## src/rtl/zais_pkg.sv

```systemverilog
// ----------------------------------------------------------------------------
// zais_pkg
// Shared types and constants for the zone aware I/O splitter.
// ----------------------------------------------------------------------------
package zais_pkg;

  // address width and chunk limit per request
  localparam int LBA_W      = 48;
  localparam int MAX_CHUNKS = 64;
  localparam int CNT_W      = (MAX_CHUNKS > 1) ? $clog2(MAX_CHUNKS) : 1;

  // field widths
  localparam int SIZE_W  = 32;
  localparam int BLK_W   = 32;
  localparam int STEP_W  = 21;
  localparam int OFFS_W  = 24;
  localparam int NEXT_W  = 49;
  localparam int SHIFT_W = 5;

  // stream and register port widths
  localparam int IN_DATA_W  = 80;
  localparam int OUT_DATA_W = 144;
  localparam int CFG_ADDR_W = 6;
  localparam int CFG_DATA_W = 64;

  // classified request queue
  localparam int Q_DEPTH = 2;
  localparam int QP_W    = (Q_DEPTH > 1) ? $clog2(Q_DEPTH) : 1;
  localparam int QC_W    = $clog2(Q_DEPTH + 1);

  // remainder divider
  localparam int DIV_CNT_W = $clog2(LBA_W);

  // register indexes (byte address 8*i)
  typedef enum logic [2:0] {
    REG_BLOCK_SHIFT  = 3'd0,
    REG_ZONE_BLOCKS  = 3'd1,
    REG_READ_STEP    = 3'd2,
    REG_APPEND_STEP  = 3'd3,
    REG_WIN_FIRST    = 3'd4,
    REG_WIN_END      = 3'd5
  } reg_idx_t;

  // result status codes
  typedef enum logic [1:0] {
    ST_OK    = 2'd0,
    ST_OUT   = 2'd1,
    ST_EMPTY = 2'd2,
    ST_LIMIT = 2'd3
  } status_t;

  // request classification from the front part
  typedef enum logic [1:0] {
    KIND_OK,
    KIND_OUT,
    KIND_EMPTY
  } req_kind_t;

  // back part sequencer
  typedef enum logic [1:0] {
    S_IDLE,
    S_DIV,
    S_CHUNK
  } back_state_t;

  typedef struct packed {
    logic [SHIFT_W-1:0] block_shift;
    logic [31:0]        zone_blocks;
    logic [STEP_W-1:0]  read_step;
    logic [STEP_W-1:0]  append_step;
    logic [LBA_W-1:0]   win_first;
    logic [LBA_W-1:0]   win_end;
  } cfg_t;

  typedef struct packed {
    logic             func;
    logic [LBA_W-1:0] start_lba;
    logic [BLK_W-1:0] blocks;
    req_kind_t        kind;
  } q_entry_t;

  typedef struct packed {
    logic             start;
    logic [LBA_W-1:0] dividend;
    logic [31:0]      divisor;
  } div_req_t;

  typedef struct packed {
    logic        done;
    logic [31:0] rem;
  } div_rsp_t;

endpackage

```

## src/rtl/zais_front.sv

```systemverilog
// ----------------------------------------------------------------------------
// zais_front
// Accepts requests, converts bytes to blocks and classifies them against the
// owned window before they enter the queue.
// ----------------------------------------------------------------------------
module zais_front (
  input  logic                     clk,
  input  logic                     rst_n,
  input  zais_pkg::cfg_t           cfg,
  input  logic                     in_tvalid,
  output logic                     in_tready,
  input  logic                     in_func,
  input  logic [zais_pkg::LBA_W-1:0]  in_start_lba,
  input  logic [zais_pkg::SIZE_W-1:0] in_byte_size,
  output logic                     push,
  output zais_pkg::q_entry_t       push_entry,
  input  logic                     q_ready
);
  import zais_pkg::*;

  logic             s0_valid_r, s0_valid_nxt;
  logic             s0_func_r;
  logic [LBA_W-1:0] s0_start_r;
  logic [BLK_W-1:0] s0_blocks_r;
  logic             s0_lt_first_r;
  logic             s0_gt_end_r;

  logic             accept;
  logic [SIZE_W:0]  unit_less;
  logic [SIZE_W:0]  round_sum;
  logic [SIZE_W:0]  round_blk;
  logic [LBA_W-1:0] room;
  logic             too_long;

  assign in_tready = !s0_valid_r || q_ready;
  assign accept    = in_tvalid && in_tready;

  // round the byte size up to whole blocks
  assign unit_less = ((SIZE_W+1)'(1) << cfg.block_shift) - (SIZE_W+1)'(1);
  assign round_sum = {1'b0, in_byte_size} + unit_less;
  assign round_blk = round_sum >> cfg.block_shift;

  always_comb begin
    s0_valid_nxt = s0_valid_r;
    if (accept) begin
      s0_valid_nxt = 1'b1;
    end else if (q_ready) begin
      s0_valid_nxt = 1'b0;
    end
  end

  always_ff @(posedge clk) begin
    if (!rst_n) begin
      s0_valid_r <= 1'b0;
    end else begin
      s0_valid_r <= s0_valid_nxt;
    end
  end

  // first stage: block count and start compares
  always_ff @(posedge clk) begin
    if (accept) begin
      s0_func_r     <= in_func;
      s0_start_r    <= in_start_lba;
      s0_blocks_r   <= round_blk[BLK_W-1:0];
      s0_lt_first_r <= in_start_lba < cfg.win_first;
      s0_gt_end_r   <= in_start_lba > cfg.win_end;
    end
  end

  // second stage: length against room left in the window
  assign room     = cfg.win_end - s0_start_r;
  assign too_long = LBA_W'(s0_blocks_r) > room;

  always_comb begin
    push_entry.func      = s0_func_r;
    push_entry.start_lba = s0_start_r;
    push_entry.blocks    = s0_blocks_r;
    priority if (s0_lt_first_r || s0_gt_end_r || too_long) begin
      push_entry.kind = KIND_OUT;
    end else if (s0_blocks_r == '0) begin
      push_entry.kind = KIND_EMPTY;
    end else begin
      push_entry.kind = KIND_OK;
    end
  end

  assign push = s0_valid_r && q_ready;

endmodule

```

## src/rtl/zais_queue.sv

```systemverilog
// ----------------------------------------------------------------------------
// zais_queue
// Short queue of classified requests between the front and back parts.
// ----------------------------------------------------------------------------
module zais_queue (
  input  logic               clk,
  input  logic               rst_n,
  input  logic               push,
  input  zais_pkg::q_entry_t push_entry,
  output logic               q_ready,
  input  logic               pop,
  output logic               q_valid,
  output zais_pkg::q_entry_t head
);
  import zais_pkg::*;

  q_entry_t        mem [Q_DEPTH];
  logic [QP_W-1:0] wr_ptr_r, wr_ptr_nxt;
  logic [QP_W-1:0] rd_ptr_r, rd_ptr_nxt;
  logic [QC_W-1:0] count_r, count_nxt;

  assign q_ready = count_r != QC_W'(Q_DEPTH);
  assign q_valid = count_r != '0;
  assign head    = mem[rd_ptr_r];

  // pointer and fill count update
  always_comb begin
    wr_ptr_nxt = wr_ptr_r;
    rd_ptr_nxt = rd_ptr_r;
    count_nxt  = count_r;
    if (push) begin
      wr_ptr_nxt = (wr_ptr_r == QP_W'(Q_DEPTH-1)) ? '0 : wr_ptr_r + QP_W'(1);
    end
    if (pop) begin
      rd_ptr_nxt = (rd_ptr_r == QP_W'(Q_DEPTH-1)) ? '0 : rd_ptr_r + QP_W'(1);
    end
    if (push && !pop) begin
      count_nxt = count_r + QC_W'(1);
    end else if (pop && !push) begin
      count_nxt = count_r - QC_W'(1);
    end
  end

  always_ff @(posedge clk) begin
    if (!rst_n) begin
      wr_ptr_r <= '0;
      rd_ptr_r <= '0;
      count_r  <= '0;
    end else begin
      wr_ptr_r <= wr_ptr_nxt;
      rd_ptr_r <= rd_ptr_nxt;
      count_r  <= count_nxt;
    end
  end

  always_ff @(posedge clk) begin
    if (push) begin
      mem[wr_ptr_r] <= push_entry;
    end
  end

endmodule

```

## src/rtl/zais_div.sv

```systemverilog
// ----------------------------------------------------------------------------
// zais_div
// Restoring divider, one dividend bit per cycle, remainder only.
// ----------------------------------------------------------------------------
module zais_div (
  input  logic               clk,
  input  logic               rst_n,
  input  zais_pkg::div_req_t req,
  output zais_pkg::div_rsp_t rsp
);
  import zais_pkg::*;

  logic                 busy_r, busy_nxt;
  logic                 done_r, done_nxt;
  logic [DIV_CNT_W-1:0] cnt_r;
  logic [LBA_W-1:0]     dvd_r;
  logic [31:0]          dvs_r;
  logic [31:0]          rem_r;
  logic [32:0]          trial;
  logic                 fits;

  // shift in the next dividend bit and try the subtract
  assign trial = {rem_r, dvd_r[LBA_W-1]};
  assign fits  = trial >= {1'b0, dvs_r};

  always_comb begin
    busy_nxt = busy_r;
    done_nxt = 1'b0;
    if (req.start) begin
      busy_nxt = 1'b1;
    end else if (busy_r && cnt_r == '0) begin
      busy_nxt = 1'b0;
      done_nxt = 1'b1;
    end
  end

  always_ff @(posedge clk) begin
    if (!rst_n) begin
      busy_r <= 1'b0;
      done_r <= 1'b0;
    end else begin
      busy_r <= busy_nxt;
      done_r <= done_nxt;
    end
  end

  always_ff @(posedge clk) begin
    if (req.start) begin
      cnt_r <= DIV_CNT_W'(LBA_W-1);
      dvd_r <= req.dividend;
      dvs_r <= req.divisor;
      rem_r <= '0;
    end else if (busy_r) begin
      cnt_r <= cnt_r - DIV_CNT_W'(1);
      dvd_r <= {dvd_r[LBA_W-2:0], 1'b0};
      rem_r <= fits ? 32'(trial - {1'b0, dvs_r}) : trial[31:0];
    end
  end

  assign rsp.done = done_r;
  assign rsp.rem  = rem_r;

endmodule

```

## src/rtl/zais_back.sv

```systemverilog
// ----------------------------------------------------------------------------
// zais_back
// Takes classified requests from the queue and emits one result word per
// chunk, never crossing a zone edge or the per-mode step.
// ----------------------------------------------------------------------------
module zais_back (
  input  logic                          clk,
  input  logic                          rst_n,
  input  zais_pkg::cfg_t                cfg,
  input  logic                          q_valid,
  input  zais_pkg::q_entry_t            head,
  output logic                          pop,
  output zais_pkg::div_req_t            div_req,
  input  zais_pkg::div_rsp_t            div_rsp,
  output logic                          out_tvalid,
  input  logic                          out_tready,
  output logic [zais_pkg::OUT_DATA_W-1:0] out_tdata,
  output logic [1:0]                    out_tuser,
  output logic                          out_tlast
);
  import zais_pkg::*;

  back_state_t state_r, state_nxt;

  logic              func_r;
  logic [LBA_W-1:0]  start_r;
  logic [LBA_W-1:0]  cur_r;
  logic [LBA_W-1:0]  base_r;
  logic [BLK_W-1:0]  left_r;
  logic [OFFS_W-1:0] done_r;
  logic [31:0]       to_edge_r;
  logic [CNT_W-1:0]  n_r;

  logic              out_valid_r;
  logic [LBA_W-1:0]  o_lba_r;
  logic [STEP_W-1:0] o_blocks_r;
  logic [OFFS_W-1:0] o_offs_r;
  logic [NEXT_W-1:0] o_next_r;
  status_t           o_status_r;
  logic              o_last_r;

  logic              out_free;
  logic              emit_special;
  logic              emit_chunk;
  logic [31:0]       zone_eff;
  logic [STEP_W-1:0] step_raw;
  logic [STEP_W-1:0] step_eff;
  logic [31:0]       edge_or_left;
  logic [STEP_W-1:0] cs;
  logic              chunk_last;
  logic              at_limit;
  logic              edge_hit;

  assign out_free = !out_valid_r || out_tready;

  // zero registers act as one
  assign zone_eff = (cfg.zone_blocks == '0) ? 32'd1 : cfg.zone_blocks;
  assign step_raw = func_r ? cfg.append_step : cfg.read_step;
  assign step_eff = (step_raw == '0) ? STEP_W'(1) : step_raw;

  // chunk size: least of step, blocks to the zone edge and blocks left
  assign edge_or_left = (to_edge_r < left_r) ? to_edge_r : left_r;
  assign cs = (32'(step_eff) < edge_or_left) ? step_eff : edge_or_left[STEP_W-1:0];
  assign chunk_last = 32'(cs) == left_r;
  assign at_limit   = n_r == CNT_W'(MAX_CHUNKS-1);
  assign edge_hit   = 32'(cs) == to_edge_r;

  // next state
  always_comb begin
    state_nxt = state_r;
    unique case (state_r)
      S_IDLE: begin
        if (q_valid && head.kind == KIND_OK) begin
          state_nxt = S_DIV;
        end
      end
      S_DIV: begin
        if (div_rsp.done) begin
          state_nxt = S_CHUNK;
        end
      end
      S_CHUNK: begin
        if (out_free && (chunk_last || at_limit)) begin
          state_nxt = S_IDLE;
        end
      end
      default: state_nxt = S_IDLE;
    endcase
  end

  // sequencer outputs
  always_comb begin
    pop              = 1'b0;
    emit_special     = 1'b0;
    emit_chunk       = 1'b0;
    div_req.start    = 1'b0;
    div_req.dividend = head.start_lba;
    div_req.divisor  = zone_eff;
    unique case (state_r)
      S_IDLE: begin
        if (q_valid && head.kind == KIND_OK) begin
          pop           = 1'b1;
          div_req.start = 1'b1;
        end else if (q_valid && out_free) begin
          pop          = 1'b1;
          emit_special = 1'b1;
        end
      end
      S_CHUNK: begin
        emit_chunk = out_free;
      end
      default: begin
      end
    endcase
  end

  always_ff @(posedge clk) begin
    if (!rst_n) begin
      state_r     <= S_IDLE;
      out_valid_r <= 1'b0;
    end else begin
      state_r <= state_nxt;
      if (emit_special || emit_chunk) begin
        out_valid_r <= 1'b1;
      end else if (out_tready) begin
        out_valid_r <= 1'b0;
      end
    end
  end

  // per-request walk state
  always_ff @(posedge clk) begin
    if (div_req.start) begin
      func_r  <= head.func;
      start_r <= head.start_lba;
      cur_r   <= head.start_lba;
      left_r  <= head.blocks;
      done_r  <= '0;
      n_r     <= '0;
    end else if (state_r == S_DIV && div_rsp.done) begin
      to_edge_r <= zone_eff - div_rsp.rem;
      base_r    <= start_r - LBA_W'(div_rsp.rem);
    end else if (emit_chunk) begin
      cur_r  <= cur_r + LBA_W'(cs);
      left_r <= left_r - 32'(cs);
      done_r <= done_r + OFFS_W'(cs);
      n_r    <= n_r + CNT_W'(1);
      if (edge_hit) begin
        to_edge_r <= zone_eff;
        base_r    <= base_r + LBA_W'(zone_eff);
      end else begin
        to_edge_r <= to_edge_r - 32'(cs);
      end
    end
  end

  // output word register
  always_ff @(posedge clk) begin
    if (emit_special) begin
      o_lba_r    <= '0;
      o_blocks_r <= '0;
      o_offs_r   <= '0;
      o_next_r   <= NEXT_W'(head.start_lba);
      o_status_r <= (head.kind == KIND_OUT) ? ST_OUT : ST_EMPTY;
      o_last_r   <= 1'b1;
    end else if (emit_chunk) begin
      o_lba_r    <= func_r ? base_r : cur_r;
      o_blocks_r <= cs;
      o_offs_r   <= done_r;
      o_next_r   <= NEXT_W'(cur_r) + NEXT_W'(cs);
      o_status_r <= (!chunk_last && at_limit) ? ST_LIMIT : ST_OK;
      o_last_r   <= chunk_last || at_limit;
    end
  end

  assign out_tvalid = out_valid_r;
  assign out_tdata  = {2'b00, o_next_r, o_offs_r, o_blocks_r, o_lba_r};
  assign out_tuser  = o_status_r;
  assign out_tlast  = o_last_r;

`ifndef NO_ASSERTIONS
  // a chunk always moves at least one block
  a_chunk_nonzero: assert property (@(posedge clk) disable iff (!rst_n)
    emit_chunk |-> cs != '0)
    else $error("empty chunk emitted");

  // the zone edge distance stays within one zone while walking
  a_edge_range: assert property (@(posedge clk) disable iff (!rst_n)
    state_r == S_CHUNK |-> (to_edge_r != '0 && to_edge_r <= zone_eff))
    else $error("zone edge distance out of range");

  // a walk never runs with nothing left
  a_left_nonzero: assert property (@(posedge clk) disable iff (!rst_n)
    state_r == S_CHUNK |-> left_r != '0)
    else $error("chunk walk with no blocks left");

  // the divider answers before the walk starts
  a_div_then_walk: assert property (@(posedge clk) disable iff (!rst_n)
    (state_r == S_DIV && div_rsp.done) |=> state_r == S_CHUNK)
    else $error("walk did not start after division");
`endif

endmodule

```

## src/rtl/zone_aware_io_splitter_top.sv

```systemverilog
// ----------------------------------------------------------------------------
// zone_aware_io_splitter_top
// Splits read and zone append requests into zone-bounded commands.
// ----------------------------------------------------------------------------
// Usage:
//   in_*  : one request word per handshake, func in tuser, LBA and bytes in tdata
//   out_* : one result word per chunk, status in tuser, tlast on the final one
//   cfg_* : register port, 64-bit data, register i at byte address 8*i,
//           written with psel/penable/pwrite, pready tied high
// Flow:
//   the front part registers an accepted word for the window checks,
//   then writes it to the queue; a rejected or empty request gives its
//   result word from the output register once the back part is idle
//   an accepted request first runs through the remainder divider; its
//   chunk words then follow at one chunk per cycle while the output is not
//   held, and the back part takes no new request until its last chunk (at most 64)
// Reset: clears the queue, the sequencer and the output register and loads
//   the register defaults; no clearing pass is needed
// Stall: a held result word stops the chunk walk; the queue then fills and
//   in_tready drops
// ----------------------------------------------------------------------------
module zone_aware_io_splitter_top (
  input  logic                              clk,
  input  logic                              rst_n,
  // in_tdata: start_lba [47:0], byte_size [79:48]
  input  logic                              in_tvalid,
  output logic                              in_tready,
  input  logic [zais_pkg::IN_DATA_W-1:0]    in_tdata,
  // in_tuser: func [0]
  input  logic [0:0]                        in_tuser,
  output logic                              out_tvalid,
  input  logic                              out_tready,
  // out_tdata: cmd_lba [47:0], cmd_blocks [68:48],
  //            buffer_offset_blocks [92:69], next_lba [141:93], zero [143:142]
  output logic [zais_pkg::OUT_DATA_W-1:0]   out_tdata,
  // out_tuser: status [1:0]
  output logic [1:0]                        out_tuser,
  output logic                              out_tlast,
  input  logic                              cfg_psel,
  input  logic                              cfg_penable,
  input  logic                              cfg_pwrite,
  input  logic [zais_pkg::CFG_ADDR_W-1:0]   cfg_paddr,
  input  logic [zais_pkg::CFG_DATA_W-1:0]   cfg_pwdata,
  output logic [zais_pkg::CFG_DATA_W-1:0]   cfg_prdata,
  output logic                              cfg_pready
);
  import zais_pkg::*;

  cfg_t      cfg_r;
  reg_idx_t  reg_idx;
  logic      cfg_wr;

  logic      push;
  q_entry_t  push_entry;
  logic      q_ready;
  logic      q_valid;
  q_entry_t  head;
  logic      pop;
  div_req_t  div_req;
  div_rsp_t  div_rsp;

  assign cfg_pready = 1'b1;
  assign reg_idx    = reg_idx_t'(cfg_paddr[CFG_ADDR_W-1:3]);
  assign cfg_wr     = cfg_psel && cfg_penable && cfg_pwrite && cfg_pready;

  // register writes
  always_ff @(posedge clk) begin
    if (!rst_n) begin
      cfg_r.block_shift <= SHIFT_W'(9);
      cfg_r.zone_blocks <= 32'd524288;
      cfg_r.read_step   <= STEP_W'(256);
      cfg_r.append_step <= STEP_W'(256);
      cfg_r.win_first   <= '0;
      cfg_r.win_end     <= '0;
    end else if (cfg_wr) begin
      unique case (reg_idx)
        REG_BLOCK_SHIFT: cfg_r.block_shift <= cfg_pwdata[SHIFT_W-1:0];
        REG_ZONE_BLOCKS: cfg_r.zone_blocks <= cfg_pwdata[31:0];
        REG_READ_STEP:   cfg_r.read_step   <= cfg_pwdata[STEP_W-1:0];
        REG_APPEND_STEP: cfg_r.append_step <= cfg_pwdata[STEP_W-1:0];
        REG_WIN_FIRST:   cfg_r.win_first   <= cfg_pwdata[LBA_W-1:0];
        REG_WIN_END:     cfg_r.win_end     <= cfg_pwdata[LBA_W-1:0];
        default: begin
        end
      endcase
    end
  end

  // register reads
  always_comb begin
    unique case (reg_idx)
      REG_BLOCK_SHIFT: cfg_prdata = CFG_DATA_W'(cfg_r.block_shift);
      REG_ZONE_BLOCKS: cfg_prdata = CFG_DATA_W'(cfg_r.zone_blocks);
      REG_READ_STEP:   cfg_prdata = CFG_DATA_W'(cfg_r.read_step);
      REG_APPEND_STEP: cfg_prdata = CFG_DATA_W'(cfg_r.append_step);
      REG_WIN_FIRST:   cfg_prdata = CFG_DATA_W'(cfg_r.win_first);
      REG_WIN_END:     cfg_prdata = CFG_DATA_W'(cfg_r.win_end);
      default:         cfg_prdata = '0;
    endcase
  end

  zais_front u_front (
    .clk          (clk),
    .rst_n        (rst_n),
    .cfg          (cfg_r),
    .in_tvalid    (in_tvalid),
    .in_tready    (in_tready),
    .in_func      (in_tuser[0]),
    .in_start_lba (in_tdata[LBA_W-1:0]),
    .in_byte_size (in_tdata[LBA_W+SIZE_W-1:LBA_W]),
    .push         (push),
    .push_entry   (push_entry),
    .q_ready      (q_ready)
  );

  zais_queue u_queue (
    .clk        (clk),
    .rst_n      (rst_n),
    .push       (push),
    .push_entry (push_entry),
    .q_ready    (q_ready),
    .pop        (pop),
    .q_valid    (q_valid),
    .head       (head)
  );

  zais_div u_div (
    .clk   (clk),
    .rst_n (rst_n),
    .req   (div_req),
    .rsp   (div_rsp)
  );

  zais_back u_back (
    .clk        (clk),
    .rst_n      (rst_n),
    .cfg        (cfg_r),
    .q_valid    (q_valid),
    .head       (head),
    .pop        (pop),
    .div_req    (div_req),
    .div_rsp    (div_rsp),
    .out_tvalid (out_tvalid),
    .out_tready (out_tready),
    .out_tdata  (out_tdata),
    .out_tuser  (out_tuser),
    .out_tlast  (out_tlast)
  );

endmodule
```

## config.mk

```make
export PLATFORM = sky130hd
export DESIGN_NAME = zone_aware_io_splitter_top
export DESIGN_NICKNAME = d
export VERILOG_FILES = /design/src/rtl/zais_pkg.sv /design/src/rtl/zais_front.sv /design/src/rtl/zais_queue.sv /design/src/rtl/zais_div.sv /design/src/rtl/zais_back.sv /design/src/rtl/zone_aware_io_splitter_top.sv
export SDC_FILE = /design/constraint.sdc
export NUM_CORES = 2
export LEC_CHECK = 0
export ABC_AREA = 1
export BUFFER_PORTS_ARGS = -buffer_cell sky130_fd_sc_hd__buf_2
export CELL_PAD_IN_SITES_DETAIL_PLACEMENT = 1
export CELL_PAD_IN_SITES_GLOBAL_PLACEMENT = 2
export CORE_ASPECT_RATIO = 0.6
export CORE_UTILIZATION = 38
export CTS_BUF_LIST = sky130_fd_sc_hd__clkbuf_4 sky130_fd_sc_hd__clkbuf_8
export DETAILED_ROUTE_END_ITERATION = 10
export GPL_TIMING_DRIVEN = 0
export PLACE_DENSITY = 0.92
export SLEW_MARGIN = 10
export SYNTH_ARGS = -nofsm -noshare
export SYNTH_HDL_FRONTEND = slang
export SYNTH_SLANG_ARGS = --single-unit
```

## constraint.sdc

```tcl
create_clock -name clk -period 9.7 [get_ports clk]
set_input_delay 0.485 -clock clk [delete_from_list [all_inputs] [get_ports clk]]
set_output_delay 0.485 -clock clk [all_outputs]
set_load 0.03 [all_outputs]
```

Yosys cells after proc, flatten, opt, wreduce, memory -nomap -nowiden
Memories as Yosys holds them, arrays and structs flattened. A register that Yosys moved wholly into a read port is not among the register bits.
Index checks and enable logic that the tools add are counted.
{ "op_classes": {"shift": 2, "magnitude_cmp": 6, "eq_ne": 16, "add_sub_neg": 18, "reduce_logical": 52, "mux": 57, "bitwise_logic": 3} }
{ "op_table": {"columns": ["op", "count"], "rows": [
  ["$mux 48", 11],
  ["$mux 32", 9],
  ["$pmux 48 s6", 1],
  ["$eq 21x32->1", 2],
  ["$logic_not 32->1", 2],
  ["$sub 32x21->32", 2],
  ["$sub 32x32->32", 2],
  ["$mux 21", 3],
  ["$add 48x21->49", 1],
  ["$add 48x21->48", 1],
  ["$add 48x32->48", 1],
  ["$gt 32x48->1", 1],
  ["$gt 48x48->1", 1],
  ["$lt 48x48->1", 1],
  ["$sub 48x32->48", 1],
  ["$sub 48x48->48", 1],
  ["$add 32x33->33", 1],
  ["$ge 33x32->1", 1],
  ["$shl 1x5->33 const A", 1],
  ["$shr 33x5->32", 1],
  ["$sub 33x2->33 const B", 1],
  ["$lt 21x32->1", 1],
  ["$lt 32x32->1", 1],
  ["$add 24x21->24", 1],
  ["28 further kinds", 106]
]} }
{ "word_totals": {"mem_bits_rw": 166, "memories": 1, "reg_bits": 770, "input_bits": 158, "out_inout_bits": 214} }
{ "memory_table": {"columns": ["memory", "words", "word_bits", "rd", "rd_ports_with_merged_regs", "write_ports", "line", "rtl"], "rows": [
  ["u_queue.mem", 2, 83, 1, 1, 1, "zais_queue.sv:17", "q_entry_t mem [Q_DEPTH];"]
]} }

Longest topological paths before layout
{ "depth": {"depth_word": 11, "depth_mapped": 51} }

Hierarchy
Synthesis repeated with hierarchy kept, for this count alone.
{ "unflattened": {"cells_unflattened": 9225, "hier_area_um2": 67163.2} }
{ "by_module_without_submodules": {"columns": ["mod", "area_per_inst_um2", "instances", "cells_each"], "rows": [
  ["zais_back", 29389.4, 1, 3972],
  ["zais_front", 15225.9, 1, 2529],
  ["zone_aware_io_splitter_top", 8539.4, 1, 1382],
  ["zais_div", 7442.1, 1, 1049],
  ["zais_queue", 6566.3, 1, 293]
]} }

Least setup slack after synthesis
Ideal clock, no wire load.
{ "synth_timing": {"path_kind": "register to register", "startpoint": "reg u_back.to_edge_r[21]", "endpoint": "reg u_back.base_r[0], enable pin", "required_time_ps": 9180, "period_less_slack_ps": 8349, "n_path_buf": 4, "setup_ps": 520, "arrival_time_ps": 7829, "setup_slack_ps": 1351, "path_stages_with_launch": 33, "path_cell_list": "edfxtp_1 -> ha_1 -> a21oi_1 -> nor2_1 -> nor2_1 -> nand3_1 -> a21oi_1 -> nand2_1 -> buf_2 -> buf_1 -> nand2_1 -> o21ai_0 -> ha_1 -> a21oi_1 -> nor2_1 -> a211oi_1 -> o221a_2 -> nand2_1 -> nand2_1 -> nand2_2 -> buf_4 -> nand2_1 -> nand2_1 -> ha_1 -> nand2_1 -> nor2_1 -> inv_1 -> nor2_1 -> inv_1 -> nor2_1 -> nand3_1 -> clkbuf_1 -> o21ai_0"} }
{ "synth_between": {"elab_chain_len": 7} }
{ "synth_lines": {"columns": ["item", "line", "rtl"], "rows": [
  ["from (decl)", "zais_back.sv:31", "logic [31:0] to_edge_r;"],
  ["from (signal assigned)", "zais_back.sv:141", "to_edge_r <= zone_eff - div_rsp.rem;"],
  ["from (signal assigned)", "zais_back.sv:149", "to_edge_r <= zone_eff;"],
  ["from (signal assigned)", "zais_back.sv:152", "to_edge_r <= to_edge_r - 32'(cs);"],
  ["$lt 32x32->1", "zais_back.sv:62", "assign edge_or_left = (to_edge_r < left_r) ? to_edge_r : left_r;"],
  ["$mux 32", "zais_back.sv:62", null],
  ["$lt 21x32->1", "zais_back.sv:63", "assign cs = (32'(step_eff) < edge_or_left) ? step_eff : edge_or_left[STEP_W-1:0];"],
  ["$mux 21", "zais_back.sv:63", null],
  ["$eq 21x32->1 *", "zais_back.sv:66", "assign edge_hit = 32'(cs) == to_edge_r;"],
  ["$reduce_bool 2->1 (no line) *", null, null],
  ["$reduce_and 3->1 (no line) *", null, null],
  ["to (signal assigned)", "zais_back.sv:142", "base_r <= start_r - LBA_W'(div_rsp.rem);"],
  ["to (signal assigned)", "zais_back.sv:150", "base_r <= base_r + LBA_W'(zone_eff);"],
  ["to (decl)", "zais_back.sv:28", "logic [LBA_W-1:0] base_r;"]
]} }
Every way passes the cells marked *; elsewhere a longest branch is shown, timed or not.
A chain may end at the register's enable or synchronous reset.

Worst setup path in the final report
{ "layout_timing": {"startpoint": "reg u_back.to_edge_r[23]", "endpoint": "reg u_back.o_next_r[19] (data pin)"} }
{ "layout_between": {"elab_chain_len": 7} }
{ "layout_lines": {"columns": ["item", "line", "rtl"], "rows": [
  ["$lt 32x32->1", "zais_back.sv:62", null],
  ["$mux 32 *", "zais_back.sv:62", null],
  ["$lt 21x32->1", "zais_back.sv:63", null],
  ["$mux 21 *", "zais_back.sv:63", null],
  ["via u_back.cs[1]", "zais_back.sv:49", "logic [STEP_W-1:0] cs;"],
  ["$add 48x21->49 *", "zais_back.sv:170", "o_next_r <= NEXT_W'(cur_r) + NEXT_W'(cs);"],
  ["$mux 48 *", "zais_back.sv:166", "end else if (emit_chunk) begin"],
  ["$mux 48 *", "zais_back.sv:159", "if (emit_special) begin"],
  ["to (signal assigned)", "zais_back.sv:163", "o_next_r <= NEXT_W'(head.start_lba);"],
  ["to (signal assigned)", "zais_back.sv:170", null],
  ["to (decl)", "zais_back.sv:38", "logic [NEXT_W-1:0] o_next_r;"]
]} }
The timed path passes the listed nets; every way through them passes the cells marked *. The select of a mux whose other input is x is not followed.

==> impl_metrics.ini <==
[sta]
worst_pin_slew_ps = 1509
finClkSkew_ps = 98.64
post-route-period-util_pct = 88.81
setup_ws_ps = 1086
hold_viol_final = 0
maxSlewHeadroom_pct = -0.6254
rsz0062_at_grt = no
fin_crit_ps = 8614
drv_slew = 11
fmax_mhz = 116.1
setup_viol_count_final = 0

[grt]
grt_max_degree = 57
grt_overflow = 0
grt_usage_pct = 36.30
grt_pass1_vias = 60410
grt_pass1_wl_um = 427700
antenna_found_initial = 24

[clock_network]
path_clk_slew_ps = 60
clk_latency_ps = 930
cts.path.max_buffers = 4
clock-sinks = 937
cts_buffers = 163
htreeDepth = 4
cts_tree = yes
root_buffer = clkbuf_8

[logic_synthesis]
synth-edff-count = 588
synth-seq-cells = 937
synth.area.top_cells = edfxtp_1 29%, dfxtp_1 12%, nand2_1 11%
synth.top_cell.area_share_pct = 29.11
yosys_warnings = 0
syn-cell-area_um2 = 60660
yosysTopAreaCell = edfxtp_1
synthFlopType = edfxtp_1
yosysSeqAreaShare_pct = 40.63
syn_inst = 7818
synth_cell_types = 65
synth.avg_cell_area_um2 = 7.759
async_flop_share_pct = 0

[setup_path]
startpoint_type = register
worst_path_max_delay_cell = o21ai_0
crit_top_cell = nand2_1
crit_path_start = u_back.to_edge_r[23]
crit_fanout = 10
max_stage_delay_ps = 880
r2r_start = u_back.to_edge_r[23]
cp.arrival_ps = 9160
end_kind = register
crit_type = register to register
r2r_cells = 34
reg2reg_to = u_back.o_next_r[19]
reg2reg_slack_ps = 1090
crit_end = u_back.o_next_r[19]
crit_required_ps = 10250

[floorplan]
initial_core_util_pct = 38.31
die_area_um2 = 161300
core_um2 = 158400
rows = 113
dieHeight_um = 311.5
io_pins = 372
dieWidth_um = 517.8

[finish]
fillers = 19670
drive_above_1_share_pct = 8.765
final_net_count = 9118
area_delta_synth_final_pct = 15.20
stdcell_count = 10700

[placed_design]
dp_hpwl_um = 247200
gp_routability_congestion = 1.006
port-buffer-count = 332
dp_cells = 10310
dp_worst_setup_slack_ps = 1584

[power]
finalPower_mw = 16.64
switching_share_pct = 45.34
p_int_mw = 9.095
pwr-share-comb_pct = 42.6
ir_drop_mv = 0.2297
p_seq_share_pct = 32.9
p_clk_share_pct = 24.5
p_switching_mw = 7.543
p_per_area_nw_per_um2 = 238.1
p_leak_nw = 30.98

[detailed_routing]
routed_via_density = 5.814
ant_nets = 0
drc = 0
wl_per_cell_um = 28.15
dr.first_iter.drc_count = 7538
vias = 62220
dr.pass1.iters = 6
wirelength_um = 301300

[job]
max-cap-violations = 1

[status]
violations = capacitance limit, slew limit
status = finished with violations

[hold_path]
hold_path_class = input port to register
## worst max-delay path, delay by kind of cell, from the launching register on
| kind | cells | cell delay, ps |
|---|---|---|
| compound gates | 11 | 3470 |
| xor+xnor | 1 | 150 |
| fa+ha+maj | 3 | 1030 |
| buf+inv | 5 | 1200 |
| flops | 1 | 550 |
| simple gates | 14 | 1890 |
## metal layers
metal	global-route usage (%)	vias to the layer above	part of all wire, %
met5	0.5582	-	0.061
met4	8.569	10	2.4
met3	9.643	410	12
met2	49.80	3069	39
met1	55.46	31000	47
li1	-	27740	-
## through the flow
step	cell area, µm²	TNS, ps	hold WS (ps)	util, %
after floorplan	60720	0	421.5	-
after global placement	65040	-141290	435.9	41.08
after detailed placement	65480	0	438.8	41.35
after CTS	69850	0	35.40	44.11
after global routing	69860	0	38.68	44.12
final	69870	0	67.59	44.13
## cell usage in the layout (no fill, tap or decap), drive strengths merged, types with 19 or more instances in the layout
master and count:
edfxtp 588, o21a 26, buf 412, a21oi 688, nand4 64, nor2 641, inv 1004, a221oi 24
dfxtp 349, nor4 55, clkbuf 439, a21o 46, xnor2 78, nand2 1775, or2 45, o31ai 32
dlygate4sd3 97, o211ai 64, nor3 81, conb 19, xor2 143, ha 502, o21ai 748, nand3 314
o22ai 52, a31oi 60, clkinv 50, o21bai 28
## synth_stat cells (all sizes together) (6+ instances only)
cell type and n:
a21oi 688, a31oi 60, xor2 143, nor2 641
o221ai 16, dfxtp 349, nor4 55, o21ai 748
nand3b 13, a21o 46, nand2 1775, nand3 314
o21bai 28, nor3 81, o2111ai 6, a211oi 13
clkbuf 219, o22ai 52, a22o 6, o211ai 64
a221oi 24, or2 45, nand4 64, buf 61
inv 1001, edfxtp 588, fa 10, a22oi 15
xnor2 78, o31ai 32, ha 502, a21boi 17
o21a 26
## logic make-up after synthesis
family / after synthesis / share of synthesized area, %
buffers and inverters: 1283 / 8.113
other: 2 / 0.01238
xor gates and xnor gates: 221 / 3.191
muxes: 5 / 0.08457
DFF: 937 / 40.63
AOI/OAI and AO/OA: 1858 / 17.07
adders and majority gates: 512 / 10.69
and+or+nand+nor: 3000 / 20.22
## how the worst min path moves through the flow
stage | cells past startpoint | from | endpoint
after floorplan | 0 | u_front.s0_func_r | u_queue.mem[0][82]
final | 3 | in_tvalid | u_front.s0_valid_r
after CTS | 3 | in_tvalid | u_front.s0_valid_r
after detailed placement | 2 | u_back.o_lba_r[38] | u_back.o_lba_r[38]
after global placement | 2 | u_back.o_blocks_r[17] | u_back.o_blocks_r[17]
after global routing | 3 | in_tvalid | u_front.s0_valid_r
## state kept, by name (all words and copies together) (netlist names), 48 cells and up, named ones only
name	flops
u_queue.mem	166
u_back.o_lba_r	48
u_div.dvd_r	48
u_back.cur_r	48
u_front.s0_start_r	48
u_back.start_r	48
cfg_r	175
u_back.o_next_r	49
u_back.base_r	48
## power by group through the flow
stage               clock network [mW]  logic (mW)  registers (mW)
global route                      4.25        7.51            5.50
detailed placement                   0        6.75            5.52
finish                            4.08        7.09            5.47
floorplan                            0        3.78            5.61
CTS                               4.08        6.84            5.45
global placement                     0        6.54            5.57
## layout make-up
class / count / area (µm²) / share of cell area, %
flip-flops and latches: 937 / 24640 / 35.27
repair buffers: 448 / 2999 / 4.292
diodes: 8 / 20.02 / 0.02865
plain buffers: 280 / 1172 / 1.678
inverters: 1003 / 3767 / 5.392
well taps: 2127 / 2661 / 3.809
clock inverters: 65 / 603.1 / 0.8631
multi-input cells: 5615 / 31210 / 44.67
clock buffers: 220 / 2796 / 4.002
## what timing repair did
action,CTS,global route
hold buffers,97,0
endpoints found under the hold margin,203,0
setup buffers,0,0
resized for setup,0,0
No activity file was read; power rests on OpenSTA's default activity.
